[src/hdl/assert_macros.svh]
// Assertion macros shared by the thermostat RTL.
`ifndef ASSERT_MACROS_SVH
`define ASSERT_MACROS_SVH
`ifndef SYNTHESIS
// Check a property on the rising clock edge, idle while reset is asserted.
`define THM_ASSERT(lbl, clk_s, rstn_s, prop, msg) \
    lbl: assert property (@(posedge clk_s) disable iff (!rstn_s) (prop)) else $error(msg);
// Check a property on the rising clock edge, also during reset.
`define THM_ASSERT_ALWAYS(lbl, clk_s, prop, msg) \
    lbl: assert property (@(posedge clk_s) (prop)) else $error(msg);
`else
`define THM_ASSERT(lbl, clk_s, rstn_s, prop, msg)
`define THM_ASSERT_ALWAYS(lbl, clk_s, prop, msg)
`endif
`endif

[src/hdl/thm_pkg.sv]
// Shared types and constants of the hysteresis thermostat.
package thm_pkg;

    localparam int unsigned CFG_INDEX_BITS = 3;
    localparam int unsigned FAULT_BITS     = 4;

    typedef logic [CFG_INDEX_BITS-1:0] cfg_index_t;

    typedef enum logic [CFG_INDEX_BITS-1:0] {
        REG_NOMINAL_LOW   = 3'd0,
        REG_NOMINAL_HIGH  = 3'd1,
        REG_SETPOINT_BIAS = 3'd2,
        REG_AND_LOGIC     = 3'd3,
        REG_OVERRIDE_LOW  = 3'd4,
        REG_OVERRIDE_HIGH = 3'd5,
        REG_FAULT_FLAGS   = 3'd6
    } cfg_reg_t;

    // Bit positions within fault_flags.
    localparam int unsigned FAULT_OVR_LOW   = 0;
    localparam int unsigned FAULT_OVR_HIGH  = 1;
    localparam int unsigned FAULT_FORCE_ON  = 2;
    localparam int unsigned FAULT_FORCE_OFF = 3;

endpackage

[src/hdl/thm_if.sv]
// Channel interfaces of the thermostat: sensor words, result words, config writes.
interface thm_in_if #(parameter int unsigned TEMP_BITS = 16);
    logic                 valid;
    logic                 ready;
    logic [TEMP_BITS-1:0] sensed_temp;
    logic                 last_sensor;

    modport source (output valid, output sensed_temp, output last_sensor, input ready);
    modport sink   (input valid, input sensed_temp, input last_sensor, output ready);
endinterface

interface thm_out_if;
    logic valid;
    logic ready;
    logic heater_actual;
    logic heater_nominal;
    logic heater_setpoint;

    modport source (output valid, output heater_actual, output heater_nominal,
                    output heater_setpoint, input ready);
    modport sink   (input valid, input heater_actual, input heater_nominal,
                    input heater_setpoint, output ready);
endinterface

interface thm_cfg_if #(parameter int unsigned DATA_BITS = 16);
    logic                       valid;
    logic                       ready;
    logic [thm_pkg::CFG_INDEX_BITS-1:0] index;
    logic [DATA_BITS-1:0]       data;

    modport source (output valid, output index, output data, input ready);
    modport sink   (input valid, input index, input data, output ready);
endinterface

[src/hdl/multi_sensor_hysteresis_thermostat_unit.sv]
// Top level of the multi-sensor hysteresis thermostat.
//
// Usage: sensor readings arrive one word per cycle on the sensor channel
// while it is ready; last_sensor marks the final reading of a tick. Only
// that word yields a result word on the result channel carrying
// heater_actual, heater_nominal and heater_setpoint. Configuration writes
// go over the cfg channel (always ready) by register index; the user must
// make them only while the block is idle, as the block does not enforce it.
// A reading is held in the input register and is judged as it leaves; the
// result word of a last reading is registered in the output register.
// Throughput: one reading per cycle, set by the single pass of two comparator
// pairs between the input and result registers, while no last reading is held back.
// Reset clears the registers to their defaults, both previous commands and
// the primary-seen flags, and empties both stages.
// When the receiver stalls, the held result waits in the output register;
// readings without the last mark keep flowing, and a last reading waits in
// the input register, then the sensor channel stalls behind it.
`include "assert_macros.svh"

module multi_sensor_hysteresis_thermostat_unit #(
    parameter int unsigned TEMP_BITS = 16
) (
    input  logic      clk,
    input  logic      rst_n,
    thm_in_if.sink    sensor,
    thm_out_if.source result,
    thm_cfg_if.sink   cfg
);
    import thm_pkg::*;

    localparam int unsigned SP_BITS = TEMP_BITS + 2;

    // Configuration registers.
    logic [TEMP_BITS-1:0]  nominal_low_reg;
    logic [TEMP_BITS-1:0]  nominal_high_reg;
    logic [TEMP_BITS-1:0]  setpoint_bias_reg;
    logic                  and_logic_reg;
    logic [TEMP_BITS-1:0]  override_low_reg;
    logic [TEMP_BITS-1:0]  override_high_reg;
    logic [FAULT_BITS-1:0] fault_flags_reg;

    // Input stage.
    logic                 s1_valid_reg;
    logic [TEMP_BITS-1:0] s1_temp_reg;
    logic                 s1_last_reg;

    // Thermostat state.
    logic prev_nom_reg;
    logic prev_spt_reg;
    logic nom_seen_reg;
    logic spt_seen_reg;
    logic nom_seen_next;
    logic spt_seen_next;

    // Result stage.
    logic out_valid_reg;
    logic out_actual_reg;
    logic out_nominal_reg;
    logic out_setpoint_reg;
    logic out_actual_next;
    logic out_nominal_next;
    logic out_setpoint_next;

    logic in_accept;
    logic out_free;
    logic s1_fire;
    logic s1_emit;

    logic                      primary;
    logic signed [SP_BITS-1:0] bias_ext;
    logic signed [SP_BITS-1:0] nom_lo;
    logic signed [SP_BITS-1:0] nom_hi;
    logic signed [SP_BITS-1:0] spt_lo;
    logic signed [SP_BITS-1:0] spt_hi;
    logic                      ovr_any;
    logic                      spt_dflt;
    logic                      nom_cmd;
    logic                      spt_cmd;
    logic                      nom_hit;
    logic                      spt_hit;

    assign cfg.ready = 1'b1;

    always_ff @(posedge clk or negedge rst_n)
    begin
        if (!rst_n)
        begin
            nominal_low_reg   <= '0;
            nominal_high_reg  <= '1;
            setpoint_bias_reg <= '0;
            and_logic_reg     <= 1'b0;
            override_low_reg  <= '0;
            override_high_reg <= '1;
            fault_flags_reg   <= '0;
        end
        else if (cfg.valid)
        begin
            unique case (cfg_reg_t'(cfg.index))
                REG_NOMINAL_LOW:   nominal_low_reg   <= cfg.data;
                REG_NOMINAL_HIGH:  nominal_high_reg  <= cfg.data;
                REG_SETPOINT_BIAS: setpoint_bias_reg <= cfg.data;
                REG_AND_LOGIC:     and_logic_reg     <= cfg.data[0];
                REG_OVERRIDE_LOW:  override_low_reg  <= cfg.data;
                REG_OVERRIDE_HIGH: override_high_reg <= cfg.data;
                REG_FAULT_FLAGS:   fault_flags_reg   <= cfg.data[FAULT_BITS-1:0];
                default: ;
            endcase
        end
    end

    // Handshake: a last word may leave the input stage only when the result slot frees.
    assign out_free     = !out_valid_reg || result.ready;
    assign s1_fire      = s1_valid_reg && (!s1_last_reg || out_free);
    assign s1_emit      = s1_fire && s1_last_reg;
    assign sensor.ready = !s1_valid_reg || s1_fire;
    assign in_accept    = sensor.valid && sensor.ready;

    always_ff @(posedge clk or negedge rst_n)
    begin
        if (!rst_n)
            s1_valid_reg <= 1'b0;
        else if (sensor.ready)
            s1_valid_reg <= sensor.valid;
    end

    always_ff @(posedge clk)
    begin
        if (in_accept)
        begin
            s1_temp_reg <= sensor.sensed_temp;
            s1_last_reg <= sensor.last_sensor;
        end
    end

    // Setpoints: nominal plus bias formed exactly two bits wider.
    assign primary  = !and_logic_reg;
    assign bias_ext = signed'({{2{setpoint_bias_reg[TEMP_BITS-1]}}, setpoint_bias_reg});
    assign nom_lo   = signed'({2'b00, nominal_low_reg}) + bias_ext;
    assign nom_hi   = signed'({2'b00, nominal_high_reg}) + bias_ext;
    assign spt_lo   = fault_flags_reg[FAULT_OVR_LOW]
                    ? signed'({2'b00, override_low_reg}) : nom_lo;
    assign spt_hi   = fault_flags_reg[FAULT_OVR_HIGH]
                    ? signed'({2'b00, override_high_reg}) : nom_hi;
    assign ovr_any  = fault_flags_reg[FAULT_OVR_LOW] || fault_flags_reg[FAULT_OVR_HIGH];
    assign spt_dflt = ovr_any ? prev_spt_reg : prev_nom_reg;

    thm_judge #(.TEMP_BITS(TEMP_BITS)) u_judge_nom (
        .temp (s1_temp_reg),
        .lo   (nom_lo),
        .hi   (nom_hi),
        .dflt (prev_nom_reg),
        .cmd  (nom_cmd)
    );

    thm_judge #(.TEMP_BITS(TEMP_BITS)) u_judge_spt (
        .temp (s1_temp_reg),
        .lo   (spt_lo),
        .hi   (spt_hi),
        .dflt (spt_dflt),
        .cmd  (spt_cmd)
    );

    assign nom_hit = nom_seen_reg || (nom_cmd == primary);
    assign spt_hit = spt_seen_reg || (spt_cmd == primary);

    always_comb
    begin
        out_nominal_next  = nom_hit ? primary : !primary;
        out_setpoint_next = spt_hit ? primary : !primary;
        priority if (fault_flags_reg[FAULT_FORCE_ON])
            out_actual_next = 1'b1;
        else if (fault_flags_reg[FAULT_FORCE_OFF])
            out_actual_next = 1'b0;
        else
            out_actual_next = out_setpoint_next;
        // Drop the seen flags at the end of a tick.
        nom_seen_next = s1_last_reg ? 1'b0 : nom_hit;
        spt_seen_next = s1_last_reg ? 1'b0 : spt_hit;
    end

    always_ff @(posedge clk or negedge rst_n)
    begin
        if (!rst_n)
        begin
            prev_nom_reg <= 1'b0;
            prev_spt_reg <= 1'b0;
            nom_seen_reg <= 1'b0;
            spt_seen_reg <= 1'b0;
        end
        else if (s1_fire)
        begin
            nom_seen_reg <= nom_seen_next;
            spt_seen_reg <= spt_seen_next;
            if (s1_last_reg)
            begin
                prev_nom_reg <= out_nominal_next;
                prev_spt_reg <= out_setpoint_next;
            end
        end
    end

    always_ff @(posedge clk or negedge rst_n)
    begin
        if (!rst_n)
            out_valid_reg <= 1'b0;
        else if (out_free)
            out_valid_reg <= s1_emit;
    end

    always_ff @(posedge clk)
    begin
        if (s1_emit)
        begin
            out_actual_reg   <= out_actual_next;
            out_nominal_reg  <= out_nominal_next;
            out_setpoint_reg <= out_setpoint_next;
        end
    end

    assign result.valid           = out_valid_reg;
    assign result.heater_actual   = out_actual_reg;
    assign result.heater_nominal  = out_nominal_reg;
    assign result.heater_setpoint = out_setpoint_reg;

    `THM_ASSERT(a_out_from_last, clk, rst_n, $rose(out_valid_reg) |-> $past(s1_emit), "result word without a last reading")
    `THM_ASSERT(a_seen_cleared, clk, rst_n, $past(s1_emit) |-> (!nom_seen_reg && !spt_seen_reg), "seen flags not cleared after tick")
    `THM_ASSERT(a_force_on, clk, rst_n, (s1_emit && fault_flags_reg[FAULT_FORCE_ON]) |=> out_actual_reg, "force on not applied")
    `THM_ASSERT(a_stall_cause, clk, rst_n, !sensor.ready |-> (s1_valid_reg && s1_last_reg && out_valid_reg), "sensor stalled without a blocked last word")

endmodule

[src/hdl/thm_judge.sv]
// Hysteresis decision of one reading against a signed low/high setpoint pair.
module thm_judge #(
    parameter int unsigned TEMP_BITS = 16
) (
    input  logic [TEMP_BITS-1:0]        temp,
    input  logic signed [TEMP_BITS+1:0] lo,
    input  logic signed [TEMP_BITS+1:0] hi,
    input  logic                        dflt,
    output logic                        cmd
);
    logic signed [TEMP_BITS+1:0] temp_s;

    assign temp_s = signed'({2'b00, temp});

    // High trip is tested first, so where both trips hold, as with an inverted pair, it gives off.
    always_comb
    begin
        priority if (temp_s > hi)
            cmd = 1'b0;
        else if (temp_s < lo)
            cmd = 1'b1;
        else
            cmd = dflt;
    end
endmodule
[src/flat_wrapper.sv]
// flat-port wrapper written by rule: the top's interface ports become plain ports
module multi_sensor_hysteresis_thermostat_unit_flat import thm_pkg::*;
#(
    parameter int unsigned TEMP_BITS = 16
)
  (clk, rst_n, sensor_valid, sensor_sensed_temp, sensor_last_sensor, sensor_ready, result_valid, result_heater_actual, result_heater_nominal, result_heater_setpoint, result_ready, cfg_valid, cfg_index, cfg_data, cfg_ready);
  thm_in_if #(.TEMP_BITS(TEMP_BITS)) sensor_i ();
  thm_out_if result_i ();
  thm_cfg_if cfg_i ();
  input  logic clk;
  input  logic rst_n;
  input wire logic [$bits(sensor_i.valid)-1:0] sensor_valid;
  input wire logic [$bits(sensor_i.sensed_temp)-1:0] sensor_sensed_temp;
  input wire logic [$bits(sensor_i.last_sensor)-1:0] sensor_last_sensor;
  output wire logic [$bits(sensor_i.ready)-1:0] sensor_ready;
  output wire logic [$bits(result_i.valid)-1:0] result_valid;
  output wire logic [$bits(result_i.heater_actual)-1:0] result_heater_actual;
  output wire logic [$bits(result_i.heater_nominal)-1:0] result_heater_nominal;
  output wire logic [$bits(result_i.heater_setpoint)-1:0] result_heater_setpoint;
  input wire logic [$bits(result_i.ready)-1:0] result_ready;
  input wire logic [$bits(cfg_i.valid)-1:0] cfg_valid;
  input wire logic [$bits(cfg_i.index)-1:0] cfg_index;
  input wire logic [$bits(cfg_i.data)-1:0] cfg_data;
  output wire logic [$bits(cfg_i.ready)-1:0] cfg_ready;
  assign sensor_i.valid = sensor_valid;
  assign sensor_i.sensed_temp = sensor_sensed_temp;
  assign sensor_i.last_sensor = sensor_last_sensor;
  assign sensor_ready = sensor_i.ready;
  assign result_valid = result_i.valid;
  assign result_heater_actual = result_i.heater_actual;
  assign result_heater_nominal = result_i.heater_nominal;
  assign result_heater_setpoint = result_i.heater_setpoint;
  assign result_i.ready = result_ready;
  assign cfg_i.valid = cfg_valid;
  assign cfg_i.index = cfg_index;
  assign cfg_i.data = cfg_data;
  assign cfg_ready = cfg_i.ready;
  multi_sensor_hysteresis_thermostat_unit #(.TEMP_BITS(TEMP_BITS)) u_core (.clk(clk), .rst_n(rst_n), .sensor(sensor_i), .result(result_i), .cfg(cfg_i));
endmodule
[config.mk]
export PLATFORM = sky130hd
export DESIGN_NAME = multi_sensor_hysteresis_thermostat_unit_flat
export DESIGN_NICKNAME = d
export VERILOG_FILES = /design/src/hdl/thm_pkg.sv /design/src/hdl/thm_if.sv /design/src/hdl/multi_sensor_hysteresis_thermostat_unit.sv /design/src/hdl/thm_judge.sv /design/src/flat_wrapper.sv
export VERILOG_INCLUDE_DIRS = /design/src /design/src/hdl
export SDC_FILE = /design/constraint.sdc
export NUM_CORES = 1
export LEC_CHECK = 0
export BUFFER_PORTS_ARGS = -buffer_cell sky130_fd_sc_hd__buf_4
export CAP_MARGIN = 20
export CORE_UTILIZATION = 50
export CTS_BUF_LIST = sky130_fd_sc_hd__clkbuf_4 sky130_fd_sc_hd__clkbuf_8
export DETAILED_ROUTE_END_ITERATION = 8
export PLACE_DENSITY = 0.73
export SYNTH_ARGS = -nofsm -noshare
export SYNTH_HDL_FRONTEND = slang
export SYNTH_SLANG_ARGS = --single-unit
[constraint.sdc]
create_clock -name clk -period 4.7 [get_ports clk]
set_input_delay 0.235 -clock clk [delete_from_list [all_inputs] [get_ports clk]]
set_output_delay 0.235 -clock clk [all_outputs]
set_load 0.02 [all_outputs]
* After elaboration in Yosys (flattened, before gate mapping)
Index checks and enable logic that the tools add are counted.
Word-level totals: flip-flop bits (word level) 111, input bits 41, output and inout port bits 6, logic and storage cells 66
Operators by class: add/subtract/negate cells 2, magnitude comparators 4, eq/ne operators 8, multiplexer cells 12, reductions and logical operators 22
Operator list (number):
- adder 17 x 16 -> 18 bit | 2
- > comparator 17 x 18 -> 1 bit | 2
- less-than comparator 17 x 18 -> 1 bit | 2
- 2-to-1 mux 18 bit | 2
- AND reduction 2 bit | 8
- 2-to-1 mux 1 bit | 10
- == test 3 bit (second input constant) | 3
- == test 3 x 2 -> 1 bit (second input constant) | 2
- logical OR 1 bit | 6
- logical NOT 1 bit | 4
- == test 3 x 1 -> 1 bit (second input constant) | 1
- logical AND 1 bit | 3
- logical NOT 3 bit | 1
- == test 1 bit | 2

* Longest topological paths before layout
Gate-level depths: netlist of the first run.
word-level depth 9, mapped depth 21

* Cells and area by module
A second synthesis of the first run with hierarchy kept.
Second synthesis, totals: cells, all modules 774, area, all modules 7835.0 µm²
By module, submodules not included:
- multi_sensor_hysteresis_thermostat_unit | times used 1, cells an instance 546, area an instance 6218.5 µm²
- thm_judge | times used 2, cells an instance 114, area an instance 808.3 µm²

* Worst setup path after synthesis of the first run
OpenSTA, ideal clock, no wires.
path kind register -> register, start reg u_core.nominal_high_reg[0], end reg u_core.out_actual_reg (netlist: u_core.result.heater_actual) (data pin), library setup time 0.254 ns, arrival time 3.801 ns, path slack 0.646 ns, stages on the path, launching flop included 22, period minus slack after synthesis 4.054 ns, cells stage by stage dfstp_2 > ha_1 > inv_1 > fa_1 > nand2b_1 > a21o_2 > a31oi_1 > a21boi_0 > o21ai_0 > a31oi_1 > xor2_1 > nor2_1 > a21oi_1 > ha_1 > nand2_1 > nor3_1 > o41ai_1 > nand3b_1 > o211a_1 > a311o_1 > mux2i_4 > a21o_1
On the way: longest elaborated chain between the ends 8
Ends and longest elaborated chain:
- start: declaration | line multi_sensor_hysteresis_thermostat_unit.sv:35 | logic [TEMP_BITS-1:0] nominal_high_reg;
- start signal: assignment | line multi_sensor_hysteresis_thermostat_unit.sv:100 | REG_NOMINAL_HIGH: nominal_high_reg <= cfg.data;
- adder 17 x 16 -> 18 bit | line multi_sensor_hysteresis_thermostat_unit.sv:139 | assign nom_hi = signed'({2'b00, nominal_high_reg}) + bias_ext;
- 2-to-1 mux 18 bit | line multi_sensor_hysteresis_thermostat_unit.sv:143 | ? signed'({2'b00, override_high_reg}) : nom_hi;
- > comparator 17 x 18 -> 1 bit | line thm_judge.sv:18 | priority if (temp_s > hi)
- 2-to-1 mux 1 bit | line thm_judge.sv:18
- == test 1 bit | line multi_sensor_hysteresis_thermostat_unit.sv:164 | assign spt_hit = spt_seen_reg || (spt_cmd == primary);
- logical OR 1 bit | line multi_sensor_hysteresis_thermostat_unit.sv:164
- 2-to-1 mux 1 bit | line multi_sensor_hysteresis_thermostat_unit.sv:169 | out_setpoint_next = spt_hit ? primary : !primary;
- via u_core.out_setpoint_next | line multi_sensor_hysteresis_thermostat_unit.sv:62 | logic out_setpoint_next;
- 2-to-1 mux 1 bit | line multi_sensor_hysteresis_thermostat_unit.sv:172 | else if (fault_flags_reg[FAULT_FORCE_OFF])
- end signal: assignment | line multi_sensor_hysteresis_thermostat_unit.sv:214 | out_actual_reg <= out_actual_next;
- end: declaration | line multi_sensor_hysteresis_thermostat_unit.sv:57 | logic out_actual_reg;
The timed path passes the listed nets, and every way through them passes these cells. A chain may end at the register's enable or synchronous reset.

* Final worst setup path of the first run
start reg u_core.setpoint_bias_reg[0], end reg u_core.out_actual_reg (netlist: u_core.result.heater_actual) (data pin)
On the way: longest elaborated chain between the ends 9, elaborated cells on any way between the ends 12, those cells by class add/sub (2); order compare (2); eq/ne (1); mux (6); reduce/logical (1)
Ends and longest elaborated chain:
- start: declaration | line multi_sensor_hysteresis_thermostat_unit.sv:36 | logic [TEMP_BITS-1:0] setpoint_bias_reg;
- start signal: assignment | line multi_sensor_hysteresis_thermostat_unit.sv:101 | REG_SETPOINT_BIAS: setpoint_bias_reg <= cfg.data;
- adder 17 x 16 -> 18 bit | line multi_sensor_hysteresis_thermostat_unit.sv:138 | assign nom_lo = signed'({2'b00, nominal_low_reg}) + bias_ext;
- 2-to-1 mux 18 bit | line multi_sensor_hysteresis_thermostat_unit.sv:141 | ? signed'({2'b00, override_low_reg}) : nom_lo;
- less-than comparator 17 x 18 -> 1 bit | line thm_judge.sv:20 | else if (temp_s < lo)
- 2-to-1 mux 1 bit | line thm_judge.sv:20
- 2-to-1 mux 1 bit * | line thm_judge.sv:18
- == test 1 bit * | line multi_sensor_hysteresis_thermostat_unit.sv:164
- logical OR 1 bit * | line multi_sensor_hysteresis_thermostat_unit.sv:164
- 2-to-1 mux 1 bit * | line multi_sensor_hysteresis_thermostat_unit.sv:169
- via u_core.out_setpoint_next | line multi_sensor_hysteresis_thermostat_unit.sv:62
- 2-to-1 mux 1 bit * | line multi_sensor_hysteresis_thermostat_unit.sv:172
Mark *: on every way through the listed nets, which the timed path passes. The rest lies on a longest branch.

==> metrics.json, run 1 <==
{
  "syn-mean-instance-area_sq_um": 10.7,
  "synthesized_instance_count": 692,
  "hold_class": "input pin to register",
  "setup_tns_ns": 0,
  "final_layout_size_suffix_gt1_share_pct": 26.2,
  "numCtsBuffers": 9,
  "irDropWorstVdd_v": 0.000302,
  "final.period_utilization_pct": 94.1,
  "crit-reg2reg-capture": "u_core.result.heater_actual",
  "layout.nets": 898,
  "cts_root_buffer": "clkbuf_8",
  "cts_setup_buffers": 0,
  "wire_length_reported_by_the_detailed_router_mm": 18.2,
  "synthesis.nets": 831,
  "synthToLayoutAreaGrowth_pct": 13.2,
  "tritoncts": "built",
  "async_reset_ff_share_pct": 82.0,
  "ys_ff_latch": 111,
  "largest_fanout_on_the_critical_path": 3,
  "fp.dieArea_sq_um": 15300,
  "chipWidth_microns": 124,
  "worst_hold_startpoint": "sensor_valid",
  "routabilityCongestion": 0.982,
  "dr_total_vias": 5570,
  "worstSetupPathType": "register to register",
  "drt_pass1_iterations": 4,
  "port-buffer-count": 45,
  "fillers": 1240,
  "max_cap_viol_count": 0,
  "placed_cell_area_sq_um": 7980,
  "gr-total-overflow": 0,
  "pwr_density_cell_nw_per_um2": 522,
  "pin_count_of_the_biggest_net_entering_global_routing": 49,
  "clock_sink_count": 111,
  "vias_in_the_first_global_route": 5640,
  "synth.distinct_cells": 61,
  "floorplan.initialDensity_pct": 51.0,
  "avgViaCountPerCell": 5.88,
  "synth-warning-count": 0,
  "antenna_found_initial": 0,
  "initialDrtViolationCount": 303,
  "worst_ep_required_time_ns": 4.88,
  "n_antenna_cell": 0,
  "clk_latency_worst_skew_pair_ns": 0.41,
  "seq_area_frac_synth_pct": 39.5,
  "grt_setup_unrepaired": "false",
  "first_pass_grt_wire_length_mm": 29.1,
  "core.rowCount": 44,
  "hold_path_depth": 2,
  "hold-path-endpoint": "u_core.s1_valid_reg",
  "worst_r2r_path_depth": 20,
  "core_area_sq_um": 14500,
  "clock_skew_ns": 0.0144,
  "final_report_max_slew_violation_count": 0,
  "end_kind": "register",
  "ioPinCount": 47,
  "clock_pin_slew_reported_for_the_worst_setup_and_hold_paths_after_clock_tree_synthesis_ns": 0.11,
  "cp-start-kind": "register",
  "outcome": "complete, no violations",
  "antenna_left": 0,
  "synth.cell_area_sq_um": 7380,
  "final_report_setup_violation_count": 0,
  "static-leakage-power_nw": 3.66,
  "worstPathArrival_ns": 4.61,
  "least_margin_pin_slew_ns": 0.969,
  "dp.final_hpwl_mm": 13.7,
  "drc": 0,
  "fin_area_sq_um": 8360,
  "synth-edff-count": 20,
  "worst_slew_margin_rel_pct": 35.4,
  "ys_dominant_reg_cell": "dfrtp_1",
  "number_of_hold_slack_violations_in_the_final_timing_report": 0,
  "wire_per_inst_microns": 19.2,
  "die_height_microns": 124,
  "global_route.usage.total_pct": 25.7,
  "worst_r2r_startpoint": "u_core.setpoint_bias_reg[0]",
  "ctsLongestPathBuffers": 2,
  "register_to_register_path_setup_slack_ns": 0.28,
  "finalWorstPathRequiredPeriod_ns": 4.42,
  "achievable-frequency_mhz": 226,
  "clock_tree.htree_level_count": 3
}
-- cell type report --
class / count / area, sq um / area share [%]
Sequential cell: 111 / 2920 / 34.9
Clock inverter: 6 / 52.6 / 0.628
Timing Repair Buffer: 72 / 586 / 7.00
Tap cell: 184 / 230 / 2.75
Inverter: 22 / 82.6 / 0.988
Multi-Input combinational cell: 543 / 4360 / 52.1
Clock buffer: 10 / 138 / 1.65
-- report_power, final --
part           switching (W)  total, W  internal (W)
Clock               0.000351  0.000568      0.000216
Sequential          0.000156   0.00138       0.00123
Combinational        0.00135   0.00242       0.00107
Total                0.00185   0.00437       0.00251
-- critical path, cell delays in order (launching register included) --
cell,delay (ns)
dfrtp_1,0.43
ha_1,0.24
inv_1,0.08
fa_1,0.22
nand2b_1,0.16
a21oi_1,0.12
o211ai_1,0.36
nand2_1,0.16
a21o_1,0.20
a21oi_1,0.19
xor2_1,0.32
nor2_1,0.08
a21oi_1,0.13
ha_1,0.13
nand2_1,0.05
nor2_1,0.20
o21ai_0,0.28
a21oi_1,0.27
a311o_1,0.29
mux2i_4,0.10
a21o_1,0.18
-- worst max path at each step --
stage / startpoint / endpoint / slack, ns / depth (start not counted)
finish: u_core.setpoint_bias_reg[0] / u_core.result.heater_actual / 0.28 / 20
floorplan: u_core.nominal_high_reg[0] / u_core.result.heater_actual / 0.65 / 21
global placement: u_core.nominal_high_reg[0] / u_core.nom_seen_reg / 0.46 / 18
CTS: u_core.nominal_high_reg[0] / u_core.result.heater_actual / 0.23 / 21
detailed placement: u_core.nominal_high_reg[0] / u_core.result.heater_actual / 0.28 / 21
global route: u_core.setpoint_bias_reg[0] / u_core.nom_seen_reg / 0.005 / 17
-- routing by layer --
| layer | vias up | part of all wire (%) | track usage, % |
|---|---|---|---|
| li1 | 2691 | - | - |
| met1 | 2712 | 47 | 34.1 |
| met2 | 141 | 47 | 42.4 |
| met3 | 26 | 3.5 | 4.11 |
| met4 | 0 | 2.4 | 9.34 |
| met5 | - | 0 | 0 |
-- stage by stage --
stage	total power [W]	hold WS, ns	utilization [%]	std cells	worst slack [ns]
6_report	0.00437	0.0397	57.8	948	0.276
5_1_grt	0.00475	0.0373	57.8	948	0.00528
4_1_cts	0.00435	0.0328	57.6	948	0.233
3_5_place_dp	0.00376	0.268	55.1	914	0.280
3_3_place_gp	0.00368	0.246	55.1	914	0.463
2_1_floorplan	0.00311	-0.0606	-	692	0.646
-- what timing repair did --
| action | in CTS | in global routing |
|---|---|---|
| resized for setup | 0 | 7 |
| hold buffers | 18 | 0 |
| hold endpoints to repair | 44 | 0 |
| setup endpoints to repair | 0 | 6 |
-- logic make-up (layout without fill, tap and decap cells) --
group	count (synthesis)	after routing	synth area share [%]
compound gates	171	171	14.3
xor+xnor	31	31	3.68
fa+ha+maj	98	98	16.8
other cells	1	1	0.0508
flops	111	111	39.5
mux	88	88	13.5
buf+inv	38	110	2.00
simple gates	154	154	10.1
-- synthesized netlist by cell type (2+ instances only) --
cell type	instances	area share [%]
ha_1	96	16
mux2_2	83	13
a21oi_1	75	5.1
dfrtp_1	59	20
nor2_1	50	2.5
nand2_1	38	1.9
dfstp_2	32	11
o21ai_0	32	2.2
inv_1	21	1.1
edfxtp_1	20	8.1
xor2_1	19	2.3
a21o_1	16	1.6
clkbuf_1	14	0.71
nand4_1	12	1.0
xnor2_1	12	1.4
nand2b_1	11	0.93
nand3_1	9	0.61
nor3_1	8	0.54
o211ai_1	6	0.61
a211oi_1	5	0.51
nand4b_1	5	0.59
nor3b_1	5	0.51
o21a_1	5	0.51
a31oi_1	4	0.34
and2_1	4	0.34
and3_1	4	0.34
mux2i_1	4	0.54
a2111oi_0	3	0.36
o21bai_1	3	0.30
a21boi_0	2	0.20
a311oi_1	2	0.24
fa_1	2	0.54
nand3b_1	2	0.20
nor2b_1	2	0.17
-- cells in the final DEF, fill, tap and decap left out, types with 12 or more instances in the layout --
cell,Yosys,routed
inv_1,21,21
nor2_1,50,49
a21o_1,16,16
nand4_1,12,12
dfrtp_1,59,59
o21ai_0,32,31
dfstp_2,32,32
mux2_2,83,83
dlygate4sd3_1,0,18
xor2_1,19,18
a21oi_1,75,75
buf_4,1,54
nand2_1,38,38
edfxtp_1,20,20
xnor2_1,12,12
ha_1,96,96
Note: power is estimated with default switching activity, not from simulation.
==> inputs of run 2 (changes only) <==
Clock period 4.7 ns to 4.1 ns, I/O delays scaled along.
==> metrics.json, run 2 (synthesis results as in run 1) <==
{
  "antenna_found_initial": {"value": 0, "change": "unchanged"},
  "gr-total-overflow": {"value": 0, "change": "unchanged"},
  "setup_ws": {"value": -0.146, "unit": "ns", "change": "was 0.276 ns"},
  "wire_per_inst": {"value": 19.5, "unit": "microns", "change": "was 19.2 microns"},
  "worst_slew_margin_rel": {"value": 32.7, "unit": "%", "change": "was 35.4%"},
  "crit-reg2reg-capture": {"value": "u_core.result.heater_actual", "change": "unchanged"},
  "ioPinCount": {"value": 47, "change": "unchanged"},
  "static-leakage-power": {"value": 3.99, "unit": "nW", "change": "was 3.66 nW"},
  "timing.critical_path.cells": {"value": "ha_4, inv_2, fa_2, nand2b_4, a21o_4, a31oi_4, a21boi_2, o21ai_1, buf_4, a31oi_4, xor2_2, nor2_2, a21oi_2, ha_1, nand2_2, nor3_4, buf_6, o41ai_4, nand3b_1, o211a_1, a311o_1, mux2i_4, a21o_1", "change": "was ha_1, inv_1, fa_1, nand2b_1, a21oi_1, o211ai_1, nand2_1, a21o_1, a21oi_1, xor2_1, nor2_1, a21oi_1, ha_1, nand2_1, nor2_1, o21ai_0, a21oi_1, a311o_1, mux2i_4, a21o_1"},
  "clk_latency_worst_skew_pair": {"value": 0.40, "unit": "ns", "change": "was 0.41 ns"},
  "finalWorstPathRequiredPeriod": {"value": 4.25, "unit": "ns", "change": "was 4.42 ns"},
  "achievable-frequency": {"value": 236, "unit": "MHz", "change": "was 226 MHz"},
  "pwr_density_cell": {"value": 631, "unit": "nW/um^2", "change": "was 522 nW/um^2"},
  "least_margin_pin_slew": {"value": 1.01, "unit": "ns", "change": "was 0.969 ns"},
  "ctsLongestPathBuffers": {"value": 2, "change": "unchanged"},
  "drc": {"value": 0, "change": "unchanged"},
  "placedCellCount": {"value": 957, "change": "was 914"},
  "routabilityCongestion": {"value": 0.928, "change": "was 0.982"},
  "fp.dieArea": {"value": 15300, "unit": "sq um", "change": "unchanged"},
  "worstPathArrival": {"value": 4.41, "unit": "ns", "change": "was 4.61 ns"},
  "worstSetupPathType": {"value": "register to register", "change": "unchanged"},
  "worst_path_most_repeated_cell": {"value": "a31oi_4", "change": "was a21oi_1"},
  "numCtsBuffers": {"value": 9, "change": "unchanged"},
  "clock_skew": {"value": 0.0107, "unit": "ns", "change": "was 0.0144 ns"},
  "vias_in_the_first_global_route": {"value": 6019, "change": "was 5,640"},
  "clock_sink_count": {"value": 111, "change": "unchanged"},
  "placed_cell_area": {"value": 8300, "unit": "sq um", "change": "was 7980 sq um"},
  "worst_ep_required_time": {"value": 4.26, "unit": "ns", "change": "was 4.88 ns"},
  "core.rowCount": {"value": 44, "change": "unchanged"},
  "worst_r2r_startpoint": {"value": "u_core.nominal_high_reg[0]", "change": "was u_core.setpoint_bias_reg[0]"},
  "fin_area": {"value": 9060, "unit": "sq um", "change": "was 8360 sq um"},
  "end_kind": {"value": "register", "change": "unchanged"},
  "irDropWorstVdd": {"value": 0.000308, "unit": "V", "change": "was 0.000302 V"},
  "antenna_left": {"value": 0, "change": "unchanged"},
  "max_cap_viol_count": {"value": 0, "change": "unchanged"},
  "synthToLayoutAreaGrowth": {"value": 22.7, "unit": "%", "change": "was 13.2%"},
  "wire_length_reported_by_the_detailed_router": {"value": 19.4, "unit": "mm", "change": "was 18.2 mm"},
  "layout.cells.most_common_list": {"value": "buf_4 (102), ha_1 (92), mux2_2 (81)", "change": "was ha_1 (96), mux2_2 (83), a21oi_1 (75)"},
  "post_layout_nonfiller_instances": {"value": 999, "change": "was 948"},
  "dr_total_vias": {"value": 5804, "change": "was 5,570"},
  "clock_pin_slew_reported_for_the_worst_setup_and_hold_paths_after_clock_tree_synthesis": {"value": 0.11, "unit": "ns", "change": "about the same"},
  "hold_class": {"value": "input pin to register", "change": "unchanged"},
  "cp-start-kind": {"value": "register", "change": "unchanged"},
  "cts_root_buffer": {"value": "clkbuf_8", "change": "unchanged"},
  "dp.final_hpwl": {"value": 14.5, "unit": "mm", "change": "was 13.7 mm"},
  "n_antenna_cell": {"value": 0, "change": "unchanged"},
  "layout.nets": {"value": 949, "change": "was 898"},
  "tritoncts": {"value": "built", "change": "unchanged"},
  "hold_path_depth": {"value": 3, "change": "was 2"},
  "worst_r2r_path_depth": {"value": 23, "change": "was 20"},
  "avgViaCountPerCell": {"value": 5.81, "change": "was 5.88"},
  "global_route.usage.total": {"value": 26.9, "unit": "%", "change": "was 25.7%"},
  "clock_tree.htree_level_count": {"value": 3, "change": "unchanged"},
  "crit_path_max_incr_delay": {"value": 0.57, "unit": "ns", "change": "was 0.43 ns"},
  "initialDrtViolationCount": {"value": 262, "change": "was 303"},
  "final_report_setup_violation_count": {"value": 4, "change": "was 0"},
  "number_of_hold_slack_violations_in_the_final_timing_report": {"value": 0, "change": "unchanged"},
  "failing_checks": "setup timing",
  "floorplan.initialDensity": {"value": 51.0, "unit": "%", "change": "unchanged"},
  "first_pass_grt_wire_length": {"value": 30.6, "unit": "mm", "change": "was 29.1 mm"},
  "final_layout_size_suffix_gt1_share": {"value": 34.8, "unit": "%", "change": "was 26.2%"},
  "register_to_register_path_setup_slack": {"value": -0.15, "unit": "ns", "change": "was 0.28 ns"},
  "outcome": {"value": "complete, but fails checks", "change": "was complete, no violations"},
  "layout_commonest_cell": {"value": "buf_4", "change": "was ha_1"},
  "hold-path-endpoint": {"value": "u_core.nominal_high_reg[1]", "change": "was u_core.s1_valid_reg"},
  "chipWidth": {"value": 124, "unit": "microns", "change": "unchanged"},
  "critical_path.slowest_cell": {"value": "dfstp_2", "change": "was dfrtp_1"},
  "final.period_utilization": {"value": 104, "unit": "%", "change": "was 94.1%"},
  "port-buffer-count": {"value": 45, "change": "unchanged"},
  "drt_pass1_iterations": {"value": 5, "change": "was 4"},
  "die_height": {"value": 124, "unit": "microns", "change": "unchanged"},
  "worst_hold_startpoint": {"value": "cfg_data[1]", "change": "was sensor_valid"},
  "final_report_max_slew_violation_count": {"value": 0, "change": "unchanged"},
  "grt_setup_unrepaired": {"value": "true", "change": "was false"},
  "pin_count_of_the_biggest_net_entering_global_routing": {"value": 66, "change": "was 49"},
  "core_area": {"value": 14500, "unit": "sq um", "change": "unchanged"},
  "largest_fanout_on_the_critical_path": {"value": 3, "change": "unchanged"}
}
run 2: cell count changes in the layout (fill, tap and decap cells not counted), moves of 3 or more:
cell     delta
o21ai_1     +4
ha_4        +3
a21oi_2     +3
nor3_2      +3
a21oi_1     -5
buf_4      +48
ha_1        -4
o21ai_0     -3
nor3_1      -4
run 2: worst max-delay path by stage:
stage,startpoint,to
detailed placement,u_core.nominal_high_reg[0],u_core.result.heater_actual
CTS,u_core.nominal_high_reg[0],u_core.result.heater_actual
floorplan,u_core.nominal_high_reg[0],u_core.result.heater_actual
finish,u_core.nominal_high_reg[0],u_core.result.heater_actual
global route,u_core.nominal_high_reg[0],u_core.result.heater_actual
global placement,u_core.nominal_high_reg[0],u_core.result.heater_actual
run 2: power by group:
part	leakage, nW	switching, W	total (W)	internal, W
combinational	2.63	0.00177	0.00336	0.00160
sequential	1.24	0.000187	0.00159	0.00140
clock	0.122	0.000381	0.000764	0.000383
run 2: metrics by stage:
step | TNS (ns) | hold WS (ns) | worst slack [ns] | total power [W] | utilization [%]
floorplan | 0 | -0.0906 | 0.0455 | 0.00357 | -
global placement | -3.50 | 0.346 | -0.677 | 0.00450 | 57.3
detailed placement | -4.04 | 0.368 | -0.733 | 0.00458 | 57.3
finish | -0.422 | 0.0507 | -0.146 | 0.00572 | 62.6
global route | -1.76 | 0.0421 | -0.363 | 0.00616 | 62.6
CTS | -1.00 | 0.0335 | -0.251 | 0.00552 | 61.2
run 2: worst max-delay path: cells and delay by family (launching register included):
family / cells / cell delay (ns)
DFF: 1 / 0.57
adders and majority gates: 3 / 0.80
muxes: 1 / 0.11
buffers and inverters: 3 / 0.32
and+or+nand+nor: 5 / 0.66
AOI/OAI and AO/OA: 10 / 1.37
xor gates and xnor gates: 1 / 0.18
run 2: repair_timing:
item,in CTS,in global routing
hold endpoints to repair,58,0
hold buffers,19,0
pin swaps,17,23
resized for setup,26,33
buffers inserted,1,6
setup endpoints to repair,7,7
run 2: layout make-up:
| type | instances | area [sq um] |
|---|---|---|
| Timing Repair Buffer | 123 | 978 |
| Sequential cell | 111 | 2920 |
| Fill cell | 1188 | 5420 |
| Multi-Input combinational cell | 543 | 4610 |
| Inverter | 22 | 82.6 |
| Clock buffer | 11 | 151 |
| Tap cell | 184 | 230 |
| Clock inverter | 5 | 86.3 |
run 2: metal layers:
layer  up-vias  track usage (%)  wire, microns
met5         -                0              0
li1       2797                -              -
met4         0             8.89            450
met1      2871             34.6           8880
met3        27             4.34            647
met2       109             46.0           9460
